--- config.mk ---
export PLATFORM = sky130hd
export DESIGN_NAME = fbt_table
export DESIGN_NICKNAME = d
export VERILOG_FILES = /design/src/fbt_pkg.sv /design/src/fbt_table.sv
export SDC_FILE = /design/constraint.sdc
export NUM_CORES = 1
export LEC_CHECK = 0
export BUFFER_PORTS_ARGS = -buffer_cell sky130_fd_sc_hd__buf_2
export CORE_UTILIZATION = 50
export CTS_BUF_LIST = sky130_fd_sc_hd__clkbuf_8
export CTS_CLUSTER_SIZE = 8
export DETAILED_ROUTE_END_ITERATION = 8
export HOLD_SLACK_MARGIN = 0.15
export PLACE_DENSITY = 0.67
export SYNTH_ARGS = -nofsm -noshare
export SYNTH_HDL_FRONTEND = slang
export SYNTH_SLANG_ARGS = --single-unit
export TNS_END_PERCENT = 10
--- constraint.sdc ---
create_clock -name clk -period 26.4 [get_ports clk]
set_input_delay 2.64 -clock clk [delete_from_list [all_inputs] [get_ports clk]]
set_output_delay 2.64 -clock clk [all_outputs]
set_load 0.1 [all_outputs]
--- src/fbt_pkg.sv ---
`timescale 1ns / 1ps
`default_nettype none
// ----------------------------------------------------------------------------
// fbt_pkg
// Shared types and constants of the flash resource busy-time table.
// ----------------------------------------------------------------------------
package fbt_pkg;

  localparam int TIME_W = 64;
  localparam int SPAN_W = 32;

  localparam int DEF_NUM_CHANNELS      = 8;
  localparam int DEF_CHIPS_PER_CHANNEL = 4;
  localparam int DEF_DIES_PER_CHIP     = 2;
  localparam int DEF_PLANES_PER_DIE    = 2;

  typedef enum logic {
    CMD_QUERY  = 1'b0,
    CMD_UPDATE = 1'b1
  } cmd_t;

  typedef enum logic [1:0] {
    KIND_READ    = 2'd0,
    KIND_PROGRAM = 2'd1,
    KIND_ERASE   = 2'd2,
    KIND_OTHER   = 2'd3
  } kind_t;

endpackage : fbt_pkg
`default_nettype wire

--- src/fbt_table.sv ---
`timescale 1ns / 1ps
`default_nettype none
// ----------------------------------------------------------------------------
// fbt_table
// One busy-time store: memory with per-entry valid bits, registered read
// and write-to-read forwarding for a write and read in the same cycle.
// ----------------------------------------------------------------------------
module fbt_table #(
  parameter int DEPTH = 8,
  localparam int AW = (DEPTH > 1) ? $clog2(DEPTH) : 1
) (
  input  wire logic                      clk,
  input  wire logic                      rst,
  input  wire logic                      rd_en,
  input  wire logic [AW-1:0]             rd_addr,
  output logic      [fbt_pkg::TIME_W-1:0] rd_data,
  input  wire logic                      wr_en,
  input  wire logic [AW-1:0]             wr_addr,
  input  wire logic [fbt_pkg::TIME_W-1:0] wr_data
);
  import fbt_pkg::*;

  logic [TIME_W-1:0] mem [DEPTH];
  logic [DEPTH-1:0]  valid;
  logic [TIME_W-1:0] rd_q;
  logic [TIME_W-1:0] fwd_data;
  logic              fwd_hit;
  logic              rd_vld;

  always_ff @(posedge clk) begin
    if (wr_en) begin
      mem[wr_addr] <= wr_data;
    end
    if (rd_en) begin
      rd_q     <= mem[rd_addr];
      fwd_data <= wr_data;
    end
  end

  always_ff @(posedge clk) begin
    if (rst) begin
      valid   <= '0;
      fwd_hit <= 1'b0;
      rd_vld  <= 1'b0;
    end else begin
      if (wr_en) begin
        valid[wr_addr] <= 1'b1;
      end
      if (rd_en) begin
        // catch the word written in the same cycle
        fwd_hit <= wr_en && (wr_addr == rd_addr);
        rd_vld  <= valid[rd_addr];
      end
    end
  end

  // never-written entries read as zero
  assign rd_data = fwd_hit ? fwd_data : (rd_vld ? rd_q : '0);

  a_forward: assert property (@(posedge clk) disable iff (rst)
    !rst && rd_en && wr_en && (rd_addr == wr_addr) |=> rd_data == $past(wr_data))
    else $error("fbt_table: same-cycle write not forwarded");

  a_valid_set: assert property (@(posedge clk) disable iff (rst)
    !rst && wr_en |=> valid[$past(wr_addr)])
    else $error("fbt_table: written entry not marked valid");

  a_read_hold: assert property (@(posedge clk) disable iff (rst)
    !rst && !rd_en |=> rd_data == $past(rd_data))
    else $error("fbt_table: read data moved without a read");

endmodule : fbt_table
`default_nettype wire

# After elaboration in Yosys (flattened, before gate mapping)
# Memories as Yosys holds them, arrays and structs flattened. A register that Yosys moved wholly into a read port is not among the register bits.
# Index checks and enable logic that the tools add are counted.
# totals
ff_bits	74
output_inout_bits	64
input_bits	74
n_memories	1
wordCells	20
ramBits	512
# op_classes
eq_ne	1
reduce_logical	2
magnitude_cmp	3
muxes	8
bitwise_logic	1
# mem_list
name	words	word_bits	rd	rd_ports_with_merged_regs	write_ports	line	text
mem	8	64	1	1	1	fbt_table.sv:23	logic [TIME_W-1:0] mem [DEPTH];
# op_table
operator	n
$mux W64	2
$lt A3 B4 Y1 const B	2
$or A8 B8 Y8	1
$mux W1	4
$bmux W1 S3	1
$demux W1 S3	1
$eq A3 B3 Y1	1
$ge A3 B1 Y1 const B	1
$logic_and A1 B1 Y1	2

# Longest topological paths before layout
# Gate-level depths: netlist (run 1).
# depth
ltp_word	5
ltp_mapped	5
ltp_nobuf	3

# Worst setup path before layout (run 1)
# No wires, ideal clock.
# synth_timing
path_kind	input to register
startpoint	in wr_addr[2]
endpoint	mem mem[0][0], enable pin
setup_ns	0.673
slack_ns	16.150
path_stages	2
arrival_ns	9.577
required_ns	25.727
n_path_buf	1
cell_sequence	clkbuf_1 -> nor4b_1
# synth_lines
item	line	text
from (decl)	fbt_table.sv:18	input wire logic [AW-1:0] wr_addr,
to (decl)	fbt_table.sv:23	
# Straight into the memory's write port.

# Worst setup path in the final report (run 1)
# layout_timing
startpoint	reg rd_vld
endpoint	out rd_data[1] in the netlist's numbering
# layout_via
elab_chain_len	2
# layout_rtl
item	line	text
from (decl)	fbt_table.sv:28	logic rd_vld;
from (signal assigned)	fbt_table.sv:52	rd_vld <= valid[rd_addr];
$mux W64 (2 in series)	fbt_table.sv:58	assign rd_data = fwd_hit ? fwd_data : (rd_vld ? rd_q : '0);
to (decl)	fbt_table.sv:16	output logic [fbt_pkg::TIME_W-1:0] rd_data,
# Every way passes these cells.

==> metrics.csv, run 1 <==
metric,value,unit
Final TNS setup,0,ps
cell count after synthesis,997,
Worst Path Max Fanout,47,
power share of the combinational group,7.0,%
CTS tree,yes,
Final Hold Viols,0,
"Slew Viols, Final",0,
Worst R2R Path Depth,3,
reg2reg setup slack,24860,ps
GRT overflow,0,
Internal,1.58,mW
Syn-to-layout area delta,12.3,%
Initial DRC Count,886,
# IOs,138,
"Cell Area, Synth",0.0242,mm²
RSZ-0062 raised after global routing,false,
H-tree lvl count,3,
Reg-to-Reg Start,fwd_hit,
Num CTS Buffers,98,
pwr dens,75.0,mW/mm²
Pre-antenna DRT Iters,5,
first-pass GRT wire length,69600,µm
sequential share of the synthesized area,80.2,%
synthesized area per cell,24.3,µm²
Worst-Margin Slew,1080,ps
synth cell count leaders,"edfxtp_1, mux4_2, a22o_1",
Final setup viols,0,
Peak supply drop,37.7,µV
DRC Markers,0,
Die Ht,222,µm
"top cells by area, synth","edfxtp_1, mux4_2, mux2_2, a22o_1, dfxtp_1",
number of global-route vias before repair,11300,
Sw Pwr,0.457,mW
clock sink count,650,
minimum clock period,5680,ps
largest net degree at the start of global routing,86,
Crit. Startpoint,rd_vld,
crit start category,flop,
Yosys reg bits,650,
synthesized net count,1071,
Die ar.,0.0493,mm²
IO Port Bufs,137,
kind of critical path,flop to primary output,
vias per cell,5.78,
Clock Power Share,34.5,%
initial antenna violation count,7,
post-synth top area share,79.3,%
cts repair resizes,0,
Leak,9.16,nW
Root Buffer,clkbuf_8,
Placeable Area,0.0477,mm²
sequential share of power,58.5,%
Hold/Removal Path Class,flop to flop,
number of distinct library cells after synthesis,28,
Final ANT Viol Nets,0,
worst path required time,23760,ps
Max-slew headroom,28.2,%
"Arr. time, crit path",3040,ps
Clock Latency Late Sink,670,ps
"count leader, synth",edfxtp_1,
Setup Skew,19.6,ps
switch share,22.4,%
# hold bufs at CTS,0,
gr usage total,19.4,%
Max Fclk,176,MHz
Final #Nets,1274,
final cell count without fillers,1871,
post-synth top area cell,edfxtp_1,
Yosys warning total,0,
Inst Count DP,1715,
via count,10800,
HPWL Detailed,22600,µm
Worst Setup EP,rd_data[1],
critical path capture point type,primary output,
routed len/inst,24.8,µm
"Clk pin slew, worst setup/hold paths",60,ps
final WL,46500,µm
row count,80,
setup bufs post-CTS,0,
fraction of registers with async set or reset after synthesis,0,%
clk buf depth,3,
share of cells above drive strength 1,37.4,%
Synth Flop Type,edfxtp_1,
Post-synth EDFFs,640,
fin crit share,21.5,%
die width,222,µm
Initial Util,50.7,%
Max-Cap Viols,0,
status,completed,
GPL Wtd Cong,0.686,
RR Endpoint,fwd_hit,
worst max-delay path, cell delays in order, from the launching register on:
cell and delay [ps]:
dfxtp_1 330, nor2b_4 460, buf_4 750, a22o_1 340
buf_2 460
power groups by stage:
stage | registers (mW) | clock network [mW] | logic [mW]
after global placement | 1.21 | 0 | 0.143
after detailed placement | 1.21 | 0 | 0.145
final | 1.19 | 0.705 | 0.143
after CTS | 1.19 | 0.723 | 0.145
after global routing | 1.20 | 0.763 | 0.152
after floorplan | 1.21 | 0 | 0.102
per-layer routing:
layer | share of wire, % | up-vias | GRT usage, %
met5 | 0.090 | - | 0
met4 | 1.7 | 8 | 6.50
met2 | 48 | 348 | 29.6
li1 | - | 4663 | -
met3 | 7.0 | 73 | 4.13
met1 | 44 | 5722 | 28.1
layout by cell type, fill, tap and decap left out, types with 2 or more instances in the layout:
| cell | count |
|---|---|
| a22o_1 | 64 |
| and4b_4 | 2 |
| buf_2 | 133 |
| buf_4 | 20 |
| buf_6 | 2 |
| clkbuf_8 | 103 |
| clkinv_1 | 6 |
| clkinvlp_4 | 3 |
| dfxtp_1 | 9 |
| diode_2 | 3 |
| edfxtp_1 | 640 |
| inv_1 | 40 |
| mux2_2 | 54 |
| mux2_4 | 10 |
| mux2i_1 | 4 |
| mux4_2 | 129 |
| nand2_1 | 3 |
| nor2_1 | 11 |
| nor4bb_4 | 2 |
| o21ba_2 | 2 |
| xor2_1 | 3 |
cell families after synthesis:
| kind of cell | Yosys count | share of synthesized area, % |
|---|---|---|
| flip-flops | 650 | 80.2 |
| multiplexers | 197 | 15.3 |
| AO/OA/AOI/OAI | 69 | 2.51 |
| buffers and inverters | 53 | 1.36 |
| AND/OR/NAND/NOR | 25 | 0.568 |
| XOR/XNOR | 3 | 0.108 |
area by class of cell:
type	instances	area, µm²
fillers	3468	20500
clock buffers	103	1420
well taps	615	769
multi-input cells	294	4540
clock inverters	50	200
repair buffers	156	853
diodes	3	7.51
flip-flops and latches	650	19400
metrics by stage:
stage	utilization, %	hold WS [ps]	power (mW)	setup WS (ps)	instance area, µm²
after CTS	57.0	471	2.06	20680	27200
after global placement	53.6	449	1.35	20390	25600
after floorplan	-	440	1.31	16150	24200
final	57.0	467	2.04	20720	27200
after global routing	57.0	499	2.11	20620	27200
after detailed placement	53.6	459	1.36	20360	25600
flip-flops by register name, summed over array words and instances, names as in the netlist:
register	cells
valid	8
fwd_hit	1
fwd_data	64
rd_q	64
mem	512
rd_vld	1
worst min path at each step:
stage          startpoint  slack [ps]  cells past startpoint  endpoint
6_report         valid[2]         470                      2  valid[2]
5_1_grt          valid[6]         500                      2  valid[6]
4_1_cts          valid[2]         470                      2  valid[2]
3_5_place_dp     valid[2]         460                      2  valid[2]
3_3_place_gp     valid[2]         450                      2  valid[2]
2_1_floorplan    valid[0]         440                      2  valid[0]
Power figures use the tool's default switching activity.
==> run 2, diff against run 1 <==
--- a/config.mk
+++ b/config.mk
@@ -5,6 +5,7 @@
 export SDC_FILE = /design/constraint.sdc
 export NUM_CORES = 1
 export LEC_CHECK = 0
+export ABC_AREA = 1
 export BUFFER_PORTS_ARGS = -buffer_cell sky130_fd_sc_hd__buf_2
 export CORE_UTILIZATION = 50
 export CTS_BUF_LIST = sky130_fd_sc_hd__clkbuf_8
==> constraint.sdc (replaced) <==
create_clock -name clk -period 5.7 [get_ports clk]
set_input_delay 0.57 -clock clk [delete_from_list [all_inputs] [get_ports clk]]
set_output_delay 0.57 -clock clk [all_outputs]
set_load 0.1 [all_outputs]
==> run 2 against run 1 <==
- routed wire length increased by 21%
- clock power increased to 4.9 times the previous value
- largest power group unchanged
- cell area increased by 3.6%
- highest routed layer unchanged
==> metrics.csv, run 2 <==
metric,value,unit,change
"Cell Area, Synth",0.0250,mm²,was 0.0242 mm²
final WL,56000,µm,was 46500 µm
Hold Slack,201,ps,was 467 ps
Initial Util,50.9,%,was 50.7%
Final #Nets,2125,,was 1274
Max-slew headroom,13.1,%,was 28.2%
"Slew Viols, Final",0,,unchanged
HPWL Detailed,27900,µm,was 22600 µm
setup bufs post-CTS,0,,unchanged
clk buf depth,3,,unchanged
Synth Flop Type,edfxtp_1,,unchanged
CP Cell Sequence,"buf_4, nand3_1, nand2_1, buf_2",,"was nor2b_4, buf_4, a22o_1, buf_2"
hold path cells,1,,was 2
synthesized net count,1946,,was 1071
number of distinct library cells after synthesis,21,,was 28
Hold/Removal Path Class,input pin to flop,,was flop to flop
initial antenna violation count,3,,was 7
Filler cells,3891,,was 3468
Max-Cap Viols,0,,unchanged
"top cells by area, synth","edfxtp_1, nand2_1, nor2_1, o22ai_1, o21ai_0",,"was edfxtp_1, mux4_2, mux2_2, a22o_1, dfxtp_1"
Clock Latency Late Sink,690,ps,was 670 ps
"count leader, synth",edfxtp_1,,unchanged
Final Hold Viols,0,,unchanged
crit start category,flop,,unchanged
dpl ws,2560,ps,was 20360 ps
Num CTS Buffers,102,,was 98
Worst-Margin Slew,1300,ps,was 1080 ps
register area,0.0194,mm²,about the same
Yosys reg bits,650,,unchanged
"Arr. time, crit path",3030,ps,was 3040 ps
die width,225,µm,was 222 µm
Setup Skew,35.1,ps,was 19.6 ps
Leak,10.2,nW,was 9.16 nW
fin crit share,63.2,%,
Final setup viols,0,,unchanged
CTS tree,yes,,unchanged
RSZ-0062 raised after global routing,false,,unchanged
synthesized area per cell,13.3,µm²,was 24.3 µm²
share of cells above drive strength 1,13.9,%,was 37.4%
Multi-input gate area,0.00486,mm²,was 0.00454 mm²
GRT overflow,0,,unchanged
Yosys warning total,0,,unchanged
Final TNS setup,0,ps,unchanged
status,completed,,unchanged
minimum clock period,3600,ps,
Pre-antenna DRT Iters,5,,unchanged
routed len/inst,20.1,µm,was 24.8 µm
Die ar.,0.0508,mm²,was 0.0493 mm²
Max Fclk,278,MHz,
slowest CP cell,dfxtp_2,,was buf_4
H-tree lvl count,3,,unchanged
Layout Utilization,57.5,%,was 57.0%
Largest register FFs,512,,unchanged
post-synth top area cell,edfxtp_1,,unchanged
cell count after synthesis,1872,,was 997
final setup margin,2100,ps,was 20720 ps
worst path required time,5130,ps,was 23760 ps
"most common cell after layout, fill and taps aside",edfxtp_1,,unchanged
placed inst area,0.0261,mm²,was 0.0256 mm²
Placeable Area,0.0491,mm²,was 0.0477 mm²
DRC Markers,0,,unchanged
Die Ht,225,µm,was 222 µm
synth cell count leaders,"edfxtp_1, nand2_1, nor2_1",,"was edfxtp_1, mux4_2, a22o_1"
post-route cell area,0.0282,mm²,was 0.0272 mm²
Post-synth EDFFs,640,,unchanged
IO Port Bufs,137,,unchanged
number of global-route vias before repair,15100,,was 11.3k
largest net degree at the start of global routing,119,,was 86
vias per cell,5.52,,was 5.78
kind of critical path,flop to primary output,,unchanged
first-pass GRT wire length,85900,µm,was 69600 µm
Root Buffer,clkbuf_8,,unchanged
Initial DRC Count,1365,,was 886
pwr dens,350,mW/mm²,was 75.0 mW/mm²
row count,81,,was 80
sequential share of the synthesized area,77.8,%,was 80.2%
Final ANT Viol Nets,0,,unchanged
Worst Path Max Fanout,40,,was 47
clock sink count,650,,unchanged
critical path capture point type,primary output,,unchanged
"Clk pin slew, worst setup/hold paths",60,ps,about the same
Peak supply drop,222,µV,was 37.7 µV
largest registers,"mem: 512 flops, fwd_data: 64 flops, rd_q: 64 flops",,unchanged
via count,15400,,was 10.8k
post-synth top area share,77.0,%,was 79.3%
Syn-to-layout area delta,13.0,%,was 12.3%
gr usage total,22.5,%,was 19.4%
Biggest register,mem,,unchanged
CP max stage delay,1080,ps,was 750 ps
# IOs,138,,unchanged
fraction of registers with async set or reset after synthesis,0,%,unchanged
GPL Wtd Cong,0.728,,was 0.686
"commonest non-fill, non-tap cells in the layout","edfxtp_1, nand2_1, nor2_1, o21ai_0, buf_2",,"was edfxtp_1, buf_2, mux4_2, clkbuf_8, a22o_1"
Worst R2R Path Depth,2,,was 3
run 2: cell types whose count changed after synthesis, sizes merged, moves of 30 or more:
cell / before / now
nand2: 3 / 333
nor2: 12 / 287
o21ai: 0 / 259
mux4: 129 / 0
o22ai: 0 / 128
nand3: 0 / 70
a22o: 64 / 0
mux2: 64 / 0
clkbuf: 16 / 53
buf: 37 / 67
run 2: path summary, 6_finish.rpt:
check / start / endpoint / slack (ps)
hold / removal: wr_data[5] / fwd_data[5] / 200
setup reg to reg: rd_vld / rd_vld / 4190
setup / recovery: rd_vld / rd_data[62] / 2100
hold reg to reg: valid[5] / valid[5] / 470
run 2: metrics by stage:
stage	std cells	power, mW
2_1_floorplan	1872	6.23
3_3_place_gp	2581	6.47
3_5_place_dp	2581	6.49
4_1_cts	2789	9.95
5_1_grt	2790	10.2
6_report	2790	9.86
run 2: final cells by class:
| type | instances | area share (%) |
|---|---|---|
| Multi-Input combinational cell | 1082 | 17.2 |
| Sequential cell | 650 | 68.9 |
| Clock buffer | 107 | 5.22 |
| Inverter | 20 | 0.293 |
| Clock inverter | 71 | 1.14 |
| Antenna cell | 1 | 0.00887 |
| Tap cell | 664 | 2.95 |
| Timing Repair Buffer | 195 | 4.29 |
run 2: logic make-up after synthesis:
logic type,count (synthesis),share of synthesized area [%]
and+or+nand+nor,692,10.8
buffers and inverters,140,2.96
DFF,650,77.8
AOI/OAI and AO/OA,390,8.46
run 2: metal layers:
metal  track usage (%)  vias up  part of all wire (%)
met1              30.3     7579                    43
met4              7.77        4                   1.9
met3              4.50       85                   7.0
li1                  -     7168                     -
met5                 0        -                 0.039
met2              36.6      569                    48
run 2: critical path: cells and delay by family (launching register included):
family                 cells  cell delay [ps]
flip-flops                 1             1080
buffers and inverters      2              950
AND/OR/NAND/NOR            2              270
run 2: where the power goes:
group	switching (mW)	leakage [nW]	internal (mW)
clock network	1.72	1.08	1.74
registers	0.0578	6.00	5.48
logic	0.691	3.08	0.183
total	2.47	10.2	7.39
run 2: repair_timing:
action,CTS,global route
endpoints found under the hold margin,221,0
gates resized for setup,0,0
hold buffers,30,0
==> run 3, diff against run 2 <==
--- a/config.mk
+++ b/config.mk
@@ -12,7 +12,7 @@
 export CTS_CLUSTER_SIZE = 8
 export DETAILED_ROUTE_END_ITERATION = 8
 export HOLD_SLACK_MARGIN = 0.15
-export PLACE_DENSITY = 0.67
+export PLACE_DENSITY = 0.7
 export SYNTH_ARGS = -nofsm -noshare
 export SYNTH_HDL_FRONTEND = slang
 export SYNTH_SLANG_ARGS = --single-unit
==> constraint.sdc (replaced) <==
create_clock -name clk -period 2.9 [get_ports clk]
set_input_delay 0.29 -clock clk [delete_from_list [all_inputs] [get_ports clk]]
set_output_delay 0.29 -clock clk [all_outputs]
set_load 0.1 [all_outputs]
==> run 3 against run 2 <==
- critical path depth up 1
- global-route usage down 0.37 points
- cell area up 5.4%
- combinational power up 140%
- highest routed layer unchanged
==> metrics.csv, run 3 (synthesis gave the netlist of run 2 again) <==
metric,value,unit,change
Pre-antenna DRT Iters,5,,unchanged
Hold/Removal Path Class,input pin to flop,,unchanged
register area,0.0194,mm²,unchanged
final WL,55600,µm,was 56000 µm
# diodes,0,,was 1
Num CTS Buffers,99,,was 102
Max-Cap Viols,0,,unchanged
Final setup viols,0,,unchanged
"Clk pin slew, worst setup/hold paths",70,ps,was 60 ps
Die ar.,0.0508,mm²,unchanged
"most common cell after layout, fill and taps aside",edfxtp_1,,unchanged
Root Buffer,clkbuf_8,,unchanged
clock sink count,650,,unchanged
"Arr. time, crit path",2300,ps,was 3030 ps
Max-slew headroom,45.8,%,was 13.1%
Largest register FFs,512,,unchanged
via count,15600,,was 15.4k
reg2reg setup slack,1420,ps,was 4190 ps
placed inst area,0.0273,mm²,was 0.0261 mm²
Setup Skew,27.9,ps,was 35.1 ps
crit start category,flop,,unchanged
Worst-Margin Slew,813,ps,was 1300 ps
die width,225,µm,unchanged
Worst Path Max Fanout,23,,was 40
"Slew Viols, Final",0,,unchanged
Multi-input gate area,0.00486,mm²,unchanged
vias per cell,5.54,,was 5.52
GRT overflow,0,,unchanged
Final ANT Viol Nets,0,,unchanged
dpl ws,985,ps,was 2560 ps
H-tree lvl count,3,,unchanged
HPWL Detailed,27000,µm,was 27900 µm
Clock Latency Late Sink,670,ps,was 690 ps
fin crit share,89.2,%,
clk buf depth,3,,unchanged
critical path capture point type,primary output,,unchanged
initial antenna violation count,4,,was 3
"commonest non-fill, non-tap cells in the layout","edfxtp_1, nand2_1, nor2_1, o21ai_0, o22ai_1",,"was edfxtp_1, nand2_1, nor2_1, o21ai_0, buf_2"
status,completed,,unchanged
pwr dens,656,mW/mm²,was 350 mW/mm²
DRC Markers,0,,unchanged
Die Ht,225,µm,unchanged
Syn-to-layout area delta,19.1,%,was 13.0%
kind of critical path,flop to primary output,,unchanged
largest net degree at the start of global routing,119,,unchanged
first-pass GRT wire length,84500,µm,was 85900 µm
Peak supply drop,360,µV,was 222 µV
IO Port Bufs,137,,unchanged
GPL Wtd Cong,0.726,,was 0.728
routed len/inst,19.7,µm,was 20.1 µm
final setup margin,314,ps,was 2100 ps
minimum clock period,2590,ps,
row count,81,,unchanged
# IOs,138,,unchanged
Initial Util,50.9,%,unchanged
gr usage total,22.1,%,was 22.5%
Leak,10.6,nW,was 10.2 nW
number of global-route vias before repair,15300,,was 15.1k
Biggest register,mem,,unchanged
Max Fclk,387,MHz,
post-route cell area,0.0297,mm²,was 0.0282 mm²
share of cells above drive strength 1,13.8,%,was 13.9%
Final Hold Viols,0,,unchanged
RSZ-0062 raised after global routing,false,,unchanged
Initial DRC Count,1469,,was 1365
CTS tree,yes,,unchanged
Placeable Area,0.0491,mm²,unchanged
Filler cells,3675,,was 3891
largest registers,"mem: 512 flops, fwd_data: 64 flops, rd_q: 64 flops",,unchanged
Final #Nets,2168,,was 2125
worst path required time,2610,ps,was 5130 ps
-- run 3: cell types whose count changed in the layout (fill, tap and decap cells not counted), moves of 3 or more --
cell	before	now
clkinvlp_4	0	3
buf_2	134	70
dlygate4sd3_1	30	71
clkinv_1	18	9
buf_12	0	81
buf_4	29	17
inv_8	4	0
-- run 3: critical path: stages, from the launching register on --
cell and delay, ps:
dfxtp_2 320, inv_2 480, buf_4 340, nand3_1 110, nand2_1 180, buf_12 200
-- run 3: final cells by class --
cell class	instances	share of cell area, %
Sequential cell	650	65.3
Clock inverter	59	0.825
Multi-Input combinational cell	1082	16.3
Tap cell	664	2.79
Timing Repair Buffer	241	9.53
Inverter	20	0.274
Clock buffer	106	4.91
-- run 3: per-stage QoR --
step	cells	power, mW	setup TNS [ps]	util, %	hold WS [ps]
after floorplan	1872	12.2	-339230	-	384
after global placement	2586	13.0	0	55.7	448
after detailed placement	2586	13.1	0	55.7	457
after CTS	2822	19.7	0	60.6	209
after global routing	2822	20.2	0	60.6	254
final	2822	19.5	0	60.6	267
-- run 3: path summary, 6_finish.rpt --
kind                            depth (start not counted)  startpoint     endpoint
worst min-delay path                                    4  rd_addr[2]     rd_q[19]
worst min register to register                          2    valid[6]     valid[6]
worst max-delay path                                    5     fwd_hit  rd_data[55]
worst max register to register                          3     fwd_hit      fwd_hit
-- run 3: power by group --
part	total [mW]	switching (mW)	internal (mW)
registers	10.9	0.101	10.8
clock network	6.58	3.26	3.32
logic	2.08	1.43	0.649
total	19.5	4.78	14.7
-- run 3: timing repair --
item,CTS,global route
endpoints found under the hold margin,633,0
buffers inserted,0,0
gates resized for setup,0,0
hold buffers,71,0
-- run 3: layer usage --
metal	vias up	global-route usage [%]	share of wire, %
li1	7237	-	-
met1	7669	30.5	42
met2	636	35.5	48
met3	93	3.68	7.4
met4	8	8.10	1.9
met5	-	0	0.085
