--- config.mk ---
export PLATFORM = sky130hd
export DESIGN_NAME = fbt_out
export DESIGN_NICKNAME = d
export VERILOG_FILES = /design/src/fbt_pkg.sv /design/src/fbt_out.sv
export SDC_FILE = /design/constraint.sdc
export NUM_CORES = 1
export LEC_CHECK = 0
export BUFFER_PORTS_ARGS = -buffer_cell sky130_fd_sc_hd__buf_2
export CAP_MARGIN = 10
export CORE_MARGIN = 2
export CORE_UTILIZATION = 40
export DETAILED_ROUTE_END_ITERATION = 6
export GPL_ROUTABILITY_DRIVEN = 0
export PLACE_DENSITY = 0.78
export SLEW_MARGIN = 20
export SYNTH_ARGS = -nofsm -noshare
export SYNTH_HDL_FRONTEND = slang
export SYNTH_SLANG_ARGS = --single-unit
--- constraint.sdc ---
create_clock -name clk -period 1.8 [get_ports clk]
set_input_delay 0 -clock clk [delete_from_list [all_inputs] [get_ports clk]]
set_output_delay 0 -clock clk [all_outputs]
set_load 0.02 [all_outputs]
--- src/fbt_pkg.sv ---
`timescale 1ns / 1ps
`default_nettype none
// ----------------------------------------------------------------------------
// fbt_pkg
// Shared types and constants of the flash resource busy-time table.
// ----------------------------------------------------------------------------
package fbt_pkg;

  localparam int TIME_W = 64;
  localparam int SPAN_W = 32;

  localparam int DEF_NUM_CHANNELS      = 8;
  localparam int DEF_CHIPS_PER_CHANNEL = 4;
  localparam int DEF_DIES_PER_CHIP     = 2;
  localparam int DEF_PLANES_PER_DIE    = 2;

  typedef enum logic {
    CMD_QUERY  = 1'b0,
    CMD_UPDATE = 1'b1
  } cmd_t;

  typedef enum logic [1:0] {
    KIND_READ    = 2'd0,
    KIND_PROGRAM = 2'd1,
    KIND_ERASE   = 2'd2,
    KIND_OTHER   = 2'd3
  } kind_t;

endpackage : fbt_pkg
`default_nettype wire

--- src/fbt_out.sv ---
`timescale 1ns / 1ps
`default_nettype none
// ----------------------------------------------------------------------------
// fbt_out
// Output register of the result stream.
// ----------------------------------------------------------------------------
module fbt_out (
  input  wire logic                       clk,
  input  wire logic                       rst,
  input  wire logic                       in_valid,
  output logic                            in_ready,
  input  wire logic [fbt_pkg::TIME_W-1:0] in_data,
  output logic                            m_tvalid,
  input  wire logic                       m_tready,
  output logic      [fbt_pkg::TIME_W-1:0] m_tdata    // available_time
);
  import fbt_pkg::*;

  assign in_ready = !m_tvalid || m_tready;

  always_ff @(posedge clk) begin
    if (rst) begin
      m_tvalid <= 1'b0;
    end else if (in_ready) begin
      m_tvalid <= in_valid;
    end
  end

  always_ff @(posedge clk) begin
    if (in_ready && in_valid) begin
      m_tdata <= in_data;
    end
  end

endmodule : fbt_out
`default_nettype wire
== After elaboration in Yosys (flattened, before gate mapping) ==
Index checks and enable logic that the tools add are counted.

* Reductions and logical operators: 3

{| class="wikitable"
|+ Operator list
! operator !! count
|-
| 1-bit logical AND || 1
|-
| 1-bit zero test || 1
|-
| 1-bit logical OR || 1
|}

* Flip-flop bits (word level): 65
* Output and inout port bits: 66
* Logic and storage cells: 5
* Input bits: 68

== Depth between registers and ports, before layout ==
Gate-level depths: netlist (run 1).

* Depth in word-level cells: 3
* Mapped depth: 2
* Mapped depth without buffers: 2

== Worst setup path before layout (run 1) ==
Ideal clock, no wire load.

* Kind: register to register
* Start: reg m_tvalid
* End: reg m_tdata[0] in the netlist's numbering (enable)
* Path slack: 0.338 ns
* Data arrival time: 1.086 ns
* Cell stages (with the launch flop): 3
* Path buffers: 0
* Required time: 1.423 ns
* Setup time: 0.377 ns
* Clock period less this slack: 1.462 ns
* Cell sequence: dfxtp_1 nand2b_4 and2_4

* Word-level cells in the longest chain between the ends: 3

{| class="wikitable"
|+ Ends and longest elaborated chain
! element !! line !! RTL
|-
| from (decl) || fbt_out.sv:13 || <nowiki>output logic m_tvalid,</nowiki>
|-
| from (signal assigned) || fbt_out.sv:25 || <nowiki>m_tvalid <= in_valid;</nowiki>
|-
| 1-bit zero test || fbt_out.sv:19 || <nowiki>assign in_ready = !m_tvalid || m_tready;</nowiki>
|-
| 1-bit logical OR || fbt_out.sv:19 ||
|-
| via in_ready || fbt_out.sv:11 || <nowiki>output logic in_ready,</nowiki>
|-
| 1-bit logical AND || fbt_out.sv:30 || <nowiki>if (in_ready && in_valid) begin</nowiki>
|-
| to (signal assigned) || fbt_out.sv:31 || <nowiki>m_tdata <= in_data;</nowiki>
|-
| to (decl) || fbt_out.sv:15 || <nowiki>output logic [fbt_pkg::TIME_W-1:0] m_tdata</nowiki>
|}

The timed path passes the listed nets, and every way through them passes these cells.
A chain may end at the register's enable or synchronous reset.

== Final worst setup path (run 1) ==
* Start: reg m_tvalid
* End: reg m_tdata[28] in the netlist's numbering (enable)

* Word-level cells in the longest chain between the ends: 3

{| class="wikitable"
|+ Ends and longest elaborated chain
! element !! line
|-
| 1-bit zero test || fbt_out.sv:19
|-
| 1-bit logical OR || fbt_out.sv:19
|-
| 1-bit logical AND || fbt_out.sv:30
|}

No other way between the ends.

==> summary.txt, run 1 <==
Critical path
  – Crit path launch: m_tvalid$_SDFFE_PP0P_
  – Largest fanout on the critical path: 35
  – Crit path cell chain: nand2b_4 > and2_4 > buf_4
  – Critical path arrival: 1.31 ns
  – Worst stage delay on the critical path: 0.39 ns
  – WS Path Type: reg -> reg
  – R2r startpoint: m_tvalid$_SDFFE_PP0P_
  – R2r worst-path depth: 3
  – Startpoint Class: flop
  – Crit path required time: 1.78 ns
  – Worst R2R End: m_tdata[28]$_DFFE_PP_
  – Critical path's slowest cell: buf_4
  – Reg2Reg Setup Slack: 0.47 ns
  – Crit path capture type: flop

Die
  – Io pins: 134
  – Die height: 74.30 um
  – Die Width: 74.30 um
  – Starting Density: 41.58%
  – Die ar.: 5520 um^2
  – Core area: 4755 um^2
  – Site Rows: 25

Pwr
  – Pleak: 1.544 nW
  – Max VDD drop: 0.6657 mV
  – P_int: 2.598 mW
  – Sw power: 0.7962 mW
  – Sequential power share: 52.8%
  – Part of the power in combinational logic: 12.8%
  – P per Cell Area: 946.2 nW/um^2
  – Design Power: 3.394 mW
  – Clock network fraction of total power: 34.4%
  – Sw frac: 23.46%

STA
  – Final-report hold violation count: 0
  – Final Critical Period: 1.330 ns
  – # setup viols final: 0
  – Worst Skew: 0.005202 ns
  – Worst Tran Pin Value: 0.4411 ns
  – Tcrit/Tclk final: 73.91%
  – Max Clk Rate: 0.7516 GHz
  – Max-slew violations: 0
  – Fin Setup TNS: 0 ns
  – Relative slew margins: 70.59%
  – RSZ-0062 raised after global routing: no
  – Final WS setup: 0.4696 ns

Synthesis
  – Syn. warnings: 0
  – Post-synth cell types: 6
  – Syn avg cell area: 28.65 um^2
  – Synthesized flop and latch total: 65
  – Adder-Cell Fraction of Synth Area: 0%
  – Synth Area in XOR/XNOR: 0%
  – Synth area leader: edfxtp_1
  – Synth Area in Compound Gates: 0.4430%
  – EDFF count, synth: 64
  – Cell count after synthesis: 69
  – Largest family of logic cells by synthesized area: simple AND/OR/NAND/NOR gates
  – Post-synthesis sequential area ratio: 98.23%
  – Synth top area share: 97.22%
  – Post-Syn Nets: 137
  – Most numerous cell in the Yosys netlist: edfxtp_1
  – Syn Std Cell Area: 1977 um^2
  – Async set-reset flop share out of synthesis: 0%
  – Most area-consuming cells after synthesis: edfxtp_1 (97%), dfxtp_1 (1.0%), nand2b_4 (0.70%), a21oi_2 (0.44%), and2_4 (0.44%)
  – Synth Area in Simple Gates: 1.139%
  – Post-synthesis mux area share: 0%
  – Synth Flop Type: edfxtp_1

Final layout
  – Area growth syn-to-layout: 81.46%
  – Ratio of cells with drive above 1 in the final layout: 52.80%
  – Final Cell Area: 3587 um^2
  – Ant diodes: 0
  – Nets: 349
  – Final Core Density: 75.45%
  – Fillcell total: 293

Detailed routing
  – Via count: 1528
  – DRC viols: 0
  – Number of nets with antenna violations after routing: 0
  – DR pass1 iterations: 4
  – Post-DR wirelength/cell: 16.07 um
  – Via/cell ratio: 4.329
  – Total Wirelength: 5.671 mm
  – Top Metal Used: met4
  – Met3 wire len: 545 um
  – M1 WL: 1.894 mm
  – DRT iter0 DRCs: 79
  – Routed wl met2: 3.107 mm

CTS
  – Root Driver: clkbuf_8
  – H-tree Lvls: 3
  – CTS buffer count: 9
  – Reg clk slew, reported paths: 0.07 ns
  – Clk buf depth: 2
  – Sink Count: 65
  – Clk_lat worst skew: 0.33 ns
  – TritonCTS clock tree: built

Placed design
  – Dpl cell area: 2741 um^2
  – Port Buffers: 133
  – Pre-CTS WS: 0.5123 ns

Worst hold path
  – Worst Hold Path Cells: 3
  – Worst Hold End: in_ready
  – Min-Delay Path Class: in -> out
  – Hold Crit Start: m_tready

Status
  – Status: finished clean

Global route
  – Vias in the first global route: 1693
  – Initial antenna violation count: 0
  – Largest net degree at the start of global routing: 36
  – Global-route wire length before repair: 8.107 mm
  – Total Routing Usage GR: 21.42%
  – Total grt overflow: 0

Flow run
  – Maxcap violations: 0
-- worst max path at each step --
stage | slack, ns | endpoint | cells past startpoint
2_1_floorplan | 0.34 | m_tdata[0]$_DFFE_PP_ | 2
3_3_place_gp | 0.54 | m_tdata[31]$_DFFE_PP_ | 3
3_5_place_dp | 0.51 | m_tdata[40]$_DFFE_PP_ | 3
4_1_cts | 0.49 | m_tdata[48]$_DFFE_PP_ | 3
5_1_grt | 0.40 | m_tdata[40]$_DFFE_PP_ | 3
6_report | 0.47 | m_tdata[28]$_DFFE_PP_ | 3
-- flip-flops by register name, summed over array words and instances (netlist names) --
name,cells
m_tdata,64
m_tvalid,1
-- routing by layer --
metal | vias up | track usage [%]
met5 | - | 0
met4 | 0 | 12.10
met3 | 11 | 9.621
met2 | 98 | 37.80
met1 | 719 | 20.70
li1 | 700 | -
-- power groups by stage --
| stage | registers (mW) | logic [mW] | clock network, mW |
|---|---|---|---|
| floorplan | 1.94 | 0.0332 | 0 |
| global placement | 1.82 | 0.308 | 0 |
| detailed placement | 1.82 | 0.314 | 0 |
| CTS | 1.79 | 0.425 | 1.17 |
| global route | 1.80 | 0.459 | 1.25 |
| finish | 1.79 | 0.434 | 1.17 |
-- area by class of cell --
cell class / count / area, um^2 / area share, %
clock inverter: 7 / 61.31 / 1.709
tap: 67 / 83.83 / 2.337
multi-input combinational: 3 / 31.28 / 0.8720
timing repair buffer: 201 / 1341 / 37.39
sequential: 65 / 1942 / 54.13
clock buffer: 9 / 123.9 / 3.453
inverter: 1 / 3.754 / 0.1046
-- layout by cell type, fill, tap and decap left out --
master and n:
buf_2 133, dlygate4sd3_1 66, edfxtp_1 64, clkbuf_8 9, clkinv_1 3, clkinvlp_4 2
buf_4 2, nand2b_4 1, inv_1 1, a21oi_2 1, and2_4 1, clkinv_2 1
bufinv_16 1, dfxtp_1 1
-- worst max-delay path: cells and delay by family (launching register included) --
kind / cells / cell delay, ns
buffers and inverters: 1 / 0.39
DFF: 1 / 0.34
and+or+nand+nor: 2 / 0.24
-- logic make-up after synthesis --
logic type,Yosys count
and+or+nand+nor,2
buffers and inverters,1
DFF,65
AOI/OAI and AO/OA,1
-- through the flow --
stage          std cells  hold slack, ns
2_1_floorplan         69         0.06244
3_3_place_gp         271          0.1618
3_5_place_dp         271          0.1622
4_1_cts              353          0.3460
5_1_grt              353          0.3538
6_report             353          0.3612
-- repair_timing --
item	CTS	global route
gates resized for setup	0	0
hold buffers	66	0
hold endpoints to repair	65	0
buffers inserted	0	0
(Power assumes the default switching activity.)
==> run 2, diff against run 1 <==
--- a/config.mk
+++ b/config.mk
@@ -8,10 +8,10 @@
 export BUFFER_PORTS_ARGS = -buffer_cell sky130_fd_sc_hd__buf_2
 export CAP_MARGIN = 10
 export CORE_MARGIN = 2
-export CORE_UTILIZATION = 40
+export CORE_UTILIZATION = 36
 export DETAILED_ROUTE_END_ITERATION = 6
 export GPL_ROUTABILITY_DRIVEN = 0
-export PLACE_DENSITY = 0.78
+export PLACE_DENSITY = 0.74
 export SLEW_MARGIN = 20
 export SYNTH_ARGS = -nofsm -noshare
 export SYNTH_HDL_FRONTEND = slang
==> constraint.sdc (replaced) <==
create_clock -name clk -period 1.2 [get_ports clk]
set_input_delay 0 -clock clk [delete_from_list [all_inputs] [get_ports clk]]
set_output_delay 0 -clock clk [all_outputs]
set_load 0.02 [all_outputs]
==> summary.txt, run 2 (same netlist as run 1, synthesis figures left out) <==
Global route
  – GRT busiest layer: met2 (unchanged)
  – Vias in the first global route: 1725 (was 1693)
  – Largest net degree at the start of global routing: 32 (was 36)
  – Global-route wire length before repair: 8.556 mm (was 8.107 mm)
  – Initial antenna violation count: 0 (unchanged)
  – Met2 Use GR: 32.50% (was 37.80%)
  – Total Routing Usage GR: 19.26% (was 21.42%)
  – Total grt overflow: 0 (unchanged)
  – Grt met1 use: 20.99% (was 20.70%)
  – Met3 usage: 8.046% (was 9.621%)

Detailed routing
  – Via/cell ratio: 4.229 (was 4.329)
  – Via count: 1514 (was 1528)
  – DR pass1 iterations: 4 (unchanged)
  – Number of nets with antenna violations after routing: 0 (unchanged)
  – Total Wirelength: 5.820 mm (was 5.671 mm)
  – DRC viols: 0 (unchanged)
  – DRT iter0 DRCs: 64 (was 79)
  – Post-DR wirelength/cell: 16.26 um (was 16.07 um)

Final layout
  – Final Cell Area: 3662 um^2 (was 3587 um^2)
  – Most common cell after layout, fill and taps aside: buf_2 (unchanged)
  – Largest register FFs: 64 (unchanged)
  – Ant diodes: 0 (unchanged)
  – Top flop regs: m_tdata (64), m_tvalid (1) (unchanged)
  – Fillcell total: 343 (was 293)
  – Final Core Density: 70.36% (was 75.45%)
  – Seq. cell area: 1946 um^2 (was 1942 um^2)
  – Commonest cells after routing, fill and taps aside: buf_2 (133), dlygate4sd3_1 (67), edfxtp_1 (64), clkbuf_8 (9), clkinv_2 (3) (was buf_2 (133), dlygate4sd3_1 (66), edfxtp_1 (64), clkbuf_8 (9), clkinv_1 (3))
  – Multi-input logic area: 31.28 um^2 (unchanged)
  – Largest Register: m_tdata (unchanged)
  – Ratio of cells with drive above 1 in the final layout: 53.82% (was 52.80%)
  – Area growth syn-to-layout: 85.25% (was 81.46%)
  – Nets: 351 (was 349)

Critical path
  – Critical path's slowest cell: dlygate4sd3_1 (was buf_4)
  – Worst path bufs/invs: 3 (was 1)
  – Crit path cell chain: dlygate4sd3_1 > buf_2 > nand2b_4 > and2_4 > buf_12 (was nand2b_4 > and2_4 > buf_4)
  – Crit path capture type: flop (unchanged)
  – Crit path max-delay family: buffers and inverters (unchanged)
  – Startpoint Class: input pin (was flop)
  – Largest fanout on the critical path: 31 (was 35)
  – Critical path arrival: 1.16 ns (was 1.31 ns)
  – Crit path required time: 1.22 ns (was 1.78 ns)
  – WS Path Type: in -> reg (was reg -> reg)
  – Worst stage delay on the critical path: 0.52 ns (was 0.39 ns)

STA
  – Max Clk Rate: 0.8780 GHz
  – Final WS setup: 0.06108 ns (was 0.4696 ns)
  – Worst Skew: 0.009377 ns (was 0.005202 ns)
  – Tcrit/Tclk final: 94.91%
  – Fin Setup TNS: 0 ns (unchanged)
  – # setup viols final: 0 (unchanged)
  – RSZ-0062 raised after global routing: no (unchanged)
  – Relative slew margins: 89.20% (was 70.59%)
  – Final Critical Period: 1.139 ns
  – Max-slew violations: 0 (unchanged)
  – Worst Tran Pin Value: 0.1621 ns (was 0.4411 ns)
  – Final-report hold violation count: 0 (unchanged)

Pwr
  – P_int: 4.138 mW (was 2.598 mW)
  – Pleak: 1.579 nW (was 1.544 nW)
  – Design Power: 5.323 mW (was 3.394 mW)
  – Max VDD drop: 1.087 mV (was 0.6657 mV)
  – Clock network fraction of total power: 36.8% (was 34.4%)
  – P per Cell Area: 1454 nW/um^2 (was 946.2 nW/um^2)
  – Part of the power in combinational logic: 12.6% (was 12.8%)
  – Sw power: 1.185 mW (was 0.7962 mW)
  – Sw frac: 22.26% (was 23.46%)
  – Sequential power share: 50.6% (was 52.8%)

Die
  – Core area: 5205 um^2 (was 4755 um^2)
  – Die ar.: 6100 um^2 (was 5520 um^2)
  – Starting Density: 37.98% (was 41.58%)
  – Site Rows: 26 (was 25)
  – Die height: 78.11 um (was 74.30 um)
  – Io pins: 134 (unchanged)
  – Die Width: 78.11 um (was 74.30 um)

Placed design
  – Pre-CTS WS: 0.1055 ns (was 0.5123 ns)
  – Post-DP HPWL: 3.171 mm
  – Port Buffers: 133 (unchanged)
  – Dpl cell area: 2781 um^2 (was 2741 um^2)

CTS
  – Reg clk slew, reported paths: 0.07 ns (about the same)
  – Clk buf depth: 2 (unchanged)
  – H-tree Lvls: 3 (unchanged)
  – Sink Count: 65 (unchanged)
  – Resized Gates After CTS: 0 (unchanged)
  – Clk_lat worst skew: 0.32 ns (was 0.33 ns)
  – CTS buffer count: 9 (unchanged)
  – TritonCTS clock tree: built (unchanged)
  – Root Driver: clkbuf_8 (unchanged)

Flow run
  – Maxcap violations: 0 (unchanged)

Worst hold path
  – Min-Delay Path Class: in -> reg (was in -> out)

Status
  – Status: finished clean (unchanged)
## run 2: cell types whose count changed in the layout (fill, tap and decap cells not counted), sizes merged
cell         previous run  this run
dlygate4sd3            66        67
clkbuf                  9        10
clkinv                  4         3
clkinvlp                2         1
buf                   135       136
bufinv                  1         2
## run 2: tightest hold or removal path, stage by stage
cell and delay, ns:
dlygate4sd3_1 0.53, buf_2 0.11, a21oi_2 0.03
## run 2: metrics by stage
stage                     hold slack, ns  instances
after floorplan                  0.05327         69
after global placement            0.1541        275
after detailed placement          0.1532        275
after CTS                         0.2089        357
after global routing              0.3708        358
final                             0.3681        358
## run 2: path summary, 6_finish.rpt
| path | from | to | slack, ns | depth (start not counted) |
|---|---|---|---|---|
| max reg2reg | m_tvalid$_SDFFE_PP0P_ | m_tdata[16]$_DFFE_PP_ | 0.06 | 3 |
| min reg2reg | m_tvalid$_SDFFE_PP0P_ | m_tvalid$_SDFFE_PP0P_ | 0.52 | 2 |
| max | m_tready | m_tdata[16]$_DFFE_PP_ | 0.06 | 5 |
| min | rst | m_tvalid$_SDFFE_PP0P_ | 0.37 | 3 |
## run 2: power by group through the flow
stage	clock [mW]	sequential, mW	combinational (mW)
floorplan	0	2.91	0.0499
global placement	0	2.73	0.481
detailed placement	0	2.73	0.489
CTS	1.98	2.69	0.655
global route	2.10	2.70	0.711
finish	1.96	2.69	0.672
## run 2: layout make-up
type	count	area share, %
Clock inverter	6	2.255
Tap cell	70	2.392
Sequential cell	65	53.13
Multi-Input combinational cell	3	0.8541
Inverter	1	0.1025
Timing Repair Buffer	203	37.79
Clock buffer	10	3.485
## run 2: metal layers
metal | share of wire, % | wire length [um] | vias up
met5 | 0 | 0 | -
met4 | 2.1 | 125 | 0
met3 | 9.5 | 552 | 16
met2 | 51 | 2966 | 96
met1 | 37 | 2176 | 697
li1 | - | - | 705
## run 2: timing repair
action,CTS,global route
endpoints found under the setup margin,0,1
endpoints found under the hold margin,65,1
hold buffers,66,2
setup buffers,0,0
==> run 3, diff against run 2 <==
--- a/config.mk
+++ b/config.mk
@@ -7,6 +7,7 @@
 export LEC_CHECK = 0
 export BUFFER_PORTS_ARGS = -buffer_cell sky130_fd_sc_hd__buf_2
 export CAP_MARGIN = 10
+export CORE_ASPECT_RATIO = 1.4
 export CORE_MARGIN = 2
 export CORE_UTILIZATION = 36
 export DETAILED_ROUTE_END_ITERATION = 6
==> summary.txt, run 3 (same netlist as run 1, synthesis figures left out) <==
STA
  – Max-slew violations: 0 (unchanged)
  – Final WS setup: 0.09352 ns (was 0.06108 ns)
  – Fin Setup TNS: 0 ns (unchanged)
  – Final-report hold violation count: 0 (unchanged)
  – # setup viols final: 0 (unchanged)
  – Worst Skew: 0.004203 ns (was 0.009377 ns)
  – RSZ-0062 raised after global routing: no (unchanged)
  – Worst Tran Pin Value: 0.1754 ns (was 0.1621 ns)
  – Hold Slack: 0.3750 ns (was 0.3681 ns)
  – Tcrit/Tclk final: 92.21% (was 94.91%)
  – Max Clk Rate: 0.9038 GHz (was 0.8780 GHz)
  – Final Critical Period: 1.106 ns (was 1.139 ns)
  – Relative slew margins: 88.31% (was 89.20%)

CTS
  – Reg clk slew, reported paths: 0.06 ns (was 0.07 ns)
  – H-tree Lvls: 3 (unchanged)
  – TritonCTS clock tree: built (unchanged)
  – CTS buffer count: 9 (unchanged)
  – Sink Count: 65 (unchanged)
  – Resized Gates After CTS: 0 (unchanged)
  – Root Driver: clkbuf_8 (unchanged)
  – Clk_lat worst skew: 0.32 ns (about the same)
  – Clk buf depth: 2 (unchanged)

Critical path
  – R2r worst-path depth: 3 (unchanged)
  – Largest fanout on the critical path: 33 (was 31)
  – Crit path max-delay family: buffers and inverters (unchanged)
  – Worst stage delay on the critical path: 0.52 ns (about the same)
  – Critical path arrival: 1.12 ns (was 1.16 ns)
  – Worst R2R End: m_tdata[11]$_DFFE_PP_ (was m_tdata[16]$_DFFE_PP_)
  – Crit path required time: 1.21 ns (was 1.22 ns)
  – Worst path bufs/invs: 3 (unchanged)
  – Crit path capture type: flop (unchanged)
  – Critical path's slowest cell: dlygate4sd3_1 (unchanged)
  – Reg2Reg Setup Slack: 0.09 ns (was 0.06 ns)
  – Crit path cell chain: dlygate4sd3_1 > buf_2 > nand2b_4 > and2_4 > buf_12 (unchanged)
  – WS Path Type: in -> reg (unchanged)
  – R2r startpoint: m_tvalid$_SDFFE_PP0P_ (unchanged)
  – Startpoint Class: input pin (unchanged)

Placed design
  – Port Buffers: 133 (unchanged)
  – Placed insts: 270 (was 275)
  – Pre-CTS WS: 0.09781 ns (was 0.1055 ns)

Global route
  – Initial antenna violation count: 0 (unchanged)
  – Total Routing Usage GR: 18.27% (was 19.26%)
  – Total grt overflow: 0 (unchanged)
  – Global-route wire length before repair: 7.686 mm (was 8.556 mm)
  – Largest net degree at the start of global routing: 34 (was 32)
  – Vias in the first global route: 1614 (was 1725)

Final layout
  – Ratio of cells with drive above 1 in the final layout: 52.80% (was 53.82%)
  – Fillcell total: 365 (was 343)
  – Area growth syn-to-layout: 82.85% (was 85.25%)
  – Multi-input logic area: 31.28 um^2 (unchanged)
  – Largest register FFs: 64 (unchanged)
  – Most common cell after layout, fill and taps aside: buf_2 (unchanged)
  – Ant diodes: 0 (unchanged)
  – Commonest cells after routing, fill and taps aside: buf_2 (133), dlygate4sd3_1 (67), edfxtp_1 (64), clkbuf_8 (9) (was buf_2 (133), dlygate4sd3_1 (67), edfxtp_1 (64), clkbuf_8 (9), clkinv_2 (3))
  – Fin cells: 352 (was 358)
  – Seq. cell area: 1946 um^2 (unchanged)
  – Largest Register: m_tdata (unchanged)
  – Top flop regs: m_tdata (64), m_tvalid (1) (unchanged)
  – Nets: 350 (was 351)

Die
  – Die Width: 66.63 um (was 78.11 um)
  – Site Rows: 31 (was 26)
  – Die height: 91.68 um (was 78.11 um)
  – Die ar.: 6109 um^2 (was 6100 um^2)
  – Io pins: 134 (unchanged)
  – Core area: 5236 um^2 (was 5205 um^2)
  – Starting Density: 37.75% (was 37.98%)

Worst hold path
  – Hold Crit Start: rst (unchanged)
  – Min-Delay Path Class: in -> reg (unchanged)
  – Worst Hold End: m_tvalid$_SDFFE_PP0P_ (unchanged)
  – Worst Hold Path Cells: 3 (unchanged)

Pwr
  – Max VDD drop: 0.9932 mV (was 1.087 mV)
  – Pleak: 1.559 nW (was 1.579 nW)
  – P per Cell Area: 1381 nW/um^2 (was 1454 nW/um^2)

Detailed routing
  – DRT iter0 DRCs: 91 (was 64)
  – Via count: 1474 (was 1514)
  – Total Wirelength: 5.183 mm (was 5.820 mm)
  – Post-DR wirelength/cell: 14.72 um (was 16.26 um)
  – Via/cell ratio: 4.188 (was 4.229)
  – Number of nets with antenna violations after routing: 0 (unchanged)
  – DRC viols: 0 (unchanged)
  – DR pass1 iterations: 4 (unchanged)

Status
  – Status: finished clean (unchanged)

Flow run
  – Maxcap violations: 0 (unchanged)
## run 3: cell types whose count changed in the layout (fill, tap and decap cells not counted)
cell,previous run,this run
clkinv_1,0,2
bufinv_16,2,1
buf_4,1,0
clkinvlp_4,1,0
clkinv_2,3,2
## run 3: repair_timing
action,CTS,global route
setup endpoints to repair,0,1
buffers inserted,0,0
hold buffers,66,2
hold endpoints to repair,65,1
## run 3: how the worst max path moves through the flow
| stage | start | to | cells after the start |
|---|---|---|---|
| after floorplan | m_tvalid$_SDFFE_PP0P_ | m_tdata[0]$_DFFE_PP_ | 2 |
| after global placement | m_tvalid$_SDFFE_PP0P_ | m_tdata[30]$_DFFE_PP_ | 3 |
| after detailed placement | m_tvalid$_SDFFE_PP0P_ | m_tdata[52]$_DFFE_PP_ | 3 |
| after CTS | m_tvalid$_SDFFE_PP0P_ | m_tvalid$_SDFFE_PP0P_ | 3 |
| after global routing | m_tvalid$_SDFFE_PP0P_ | m_tdata[12]$_DFFE_PP_ | 3 |
| final | m_tready | m_tdata[11]$_DFFE_PP_ | 5 |
## run 3: through the flow
stage | cell area, um^2 | power (mW) | utilization (%)
final | 3615 | 4.991 | 69.03
after CTS | 3605 | 5.043 | 68.84
after global routing | 3615 | 5.182 | 69.03
after global placement | 2769 | 3.199 | 52.88
after floorplan | 1981 | 2.956 | -
after detailed placement | 2769 | 3.216 | 52.88
## run 3: final cells by class
| class | count | area share (%) |
|---|---|---|
| Timing Repair Buffer | 202 | 38.08 |
| Clock inverter | 5 | 1.315 |
| Tap cell | 66 | 2.285 |
| Clock buffer | 10 | 3.531 |
| Inverter | 1 | 0.1038 |
| Multi-Input combinational cell | 3 | 0.8654 |
| Sequential cell | 65 | 53.82 |
## run 3: worst register-to-register path, stage by stage (launching register included)
cell and delay, ns:
dfxtp_4 0.35, nand2b_4 0.07, and2_4 0.17, buf_12 0.20
## run 3: power by group
group	switching, mW	leakage, nW	internal (mW)
Combinational	0.334	0.840	0.324
Sequential	0.0331	0.628	2.65
Clock	0.721	0.0910	0.926
## run 3: layer usage
layer | global-route usage, % | routed length (um) | vias to the layer above
met5 | 0 | 0 | -
met4 | 12.07 | 125 | 0
met3 | 5.031 | 318 | 12
met2 | 34.42 | 3113 | 73
met1 | 15.70 | 1626 | 687
li1 | - | - | 702
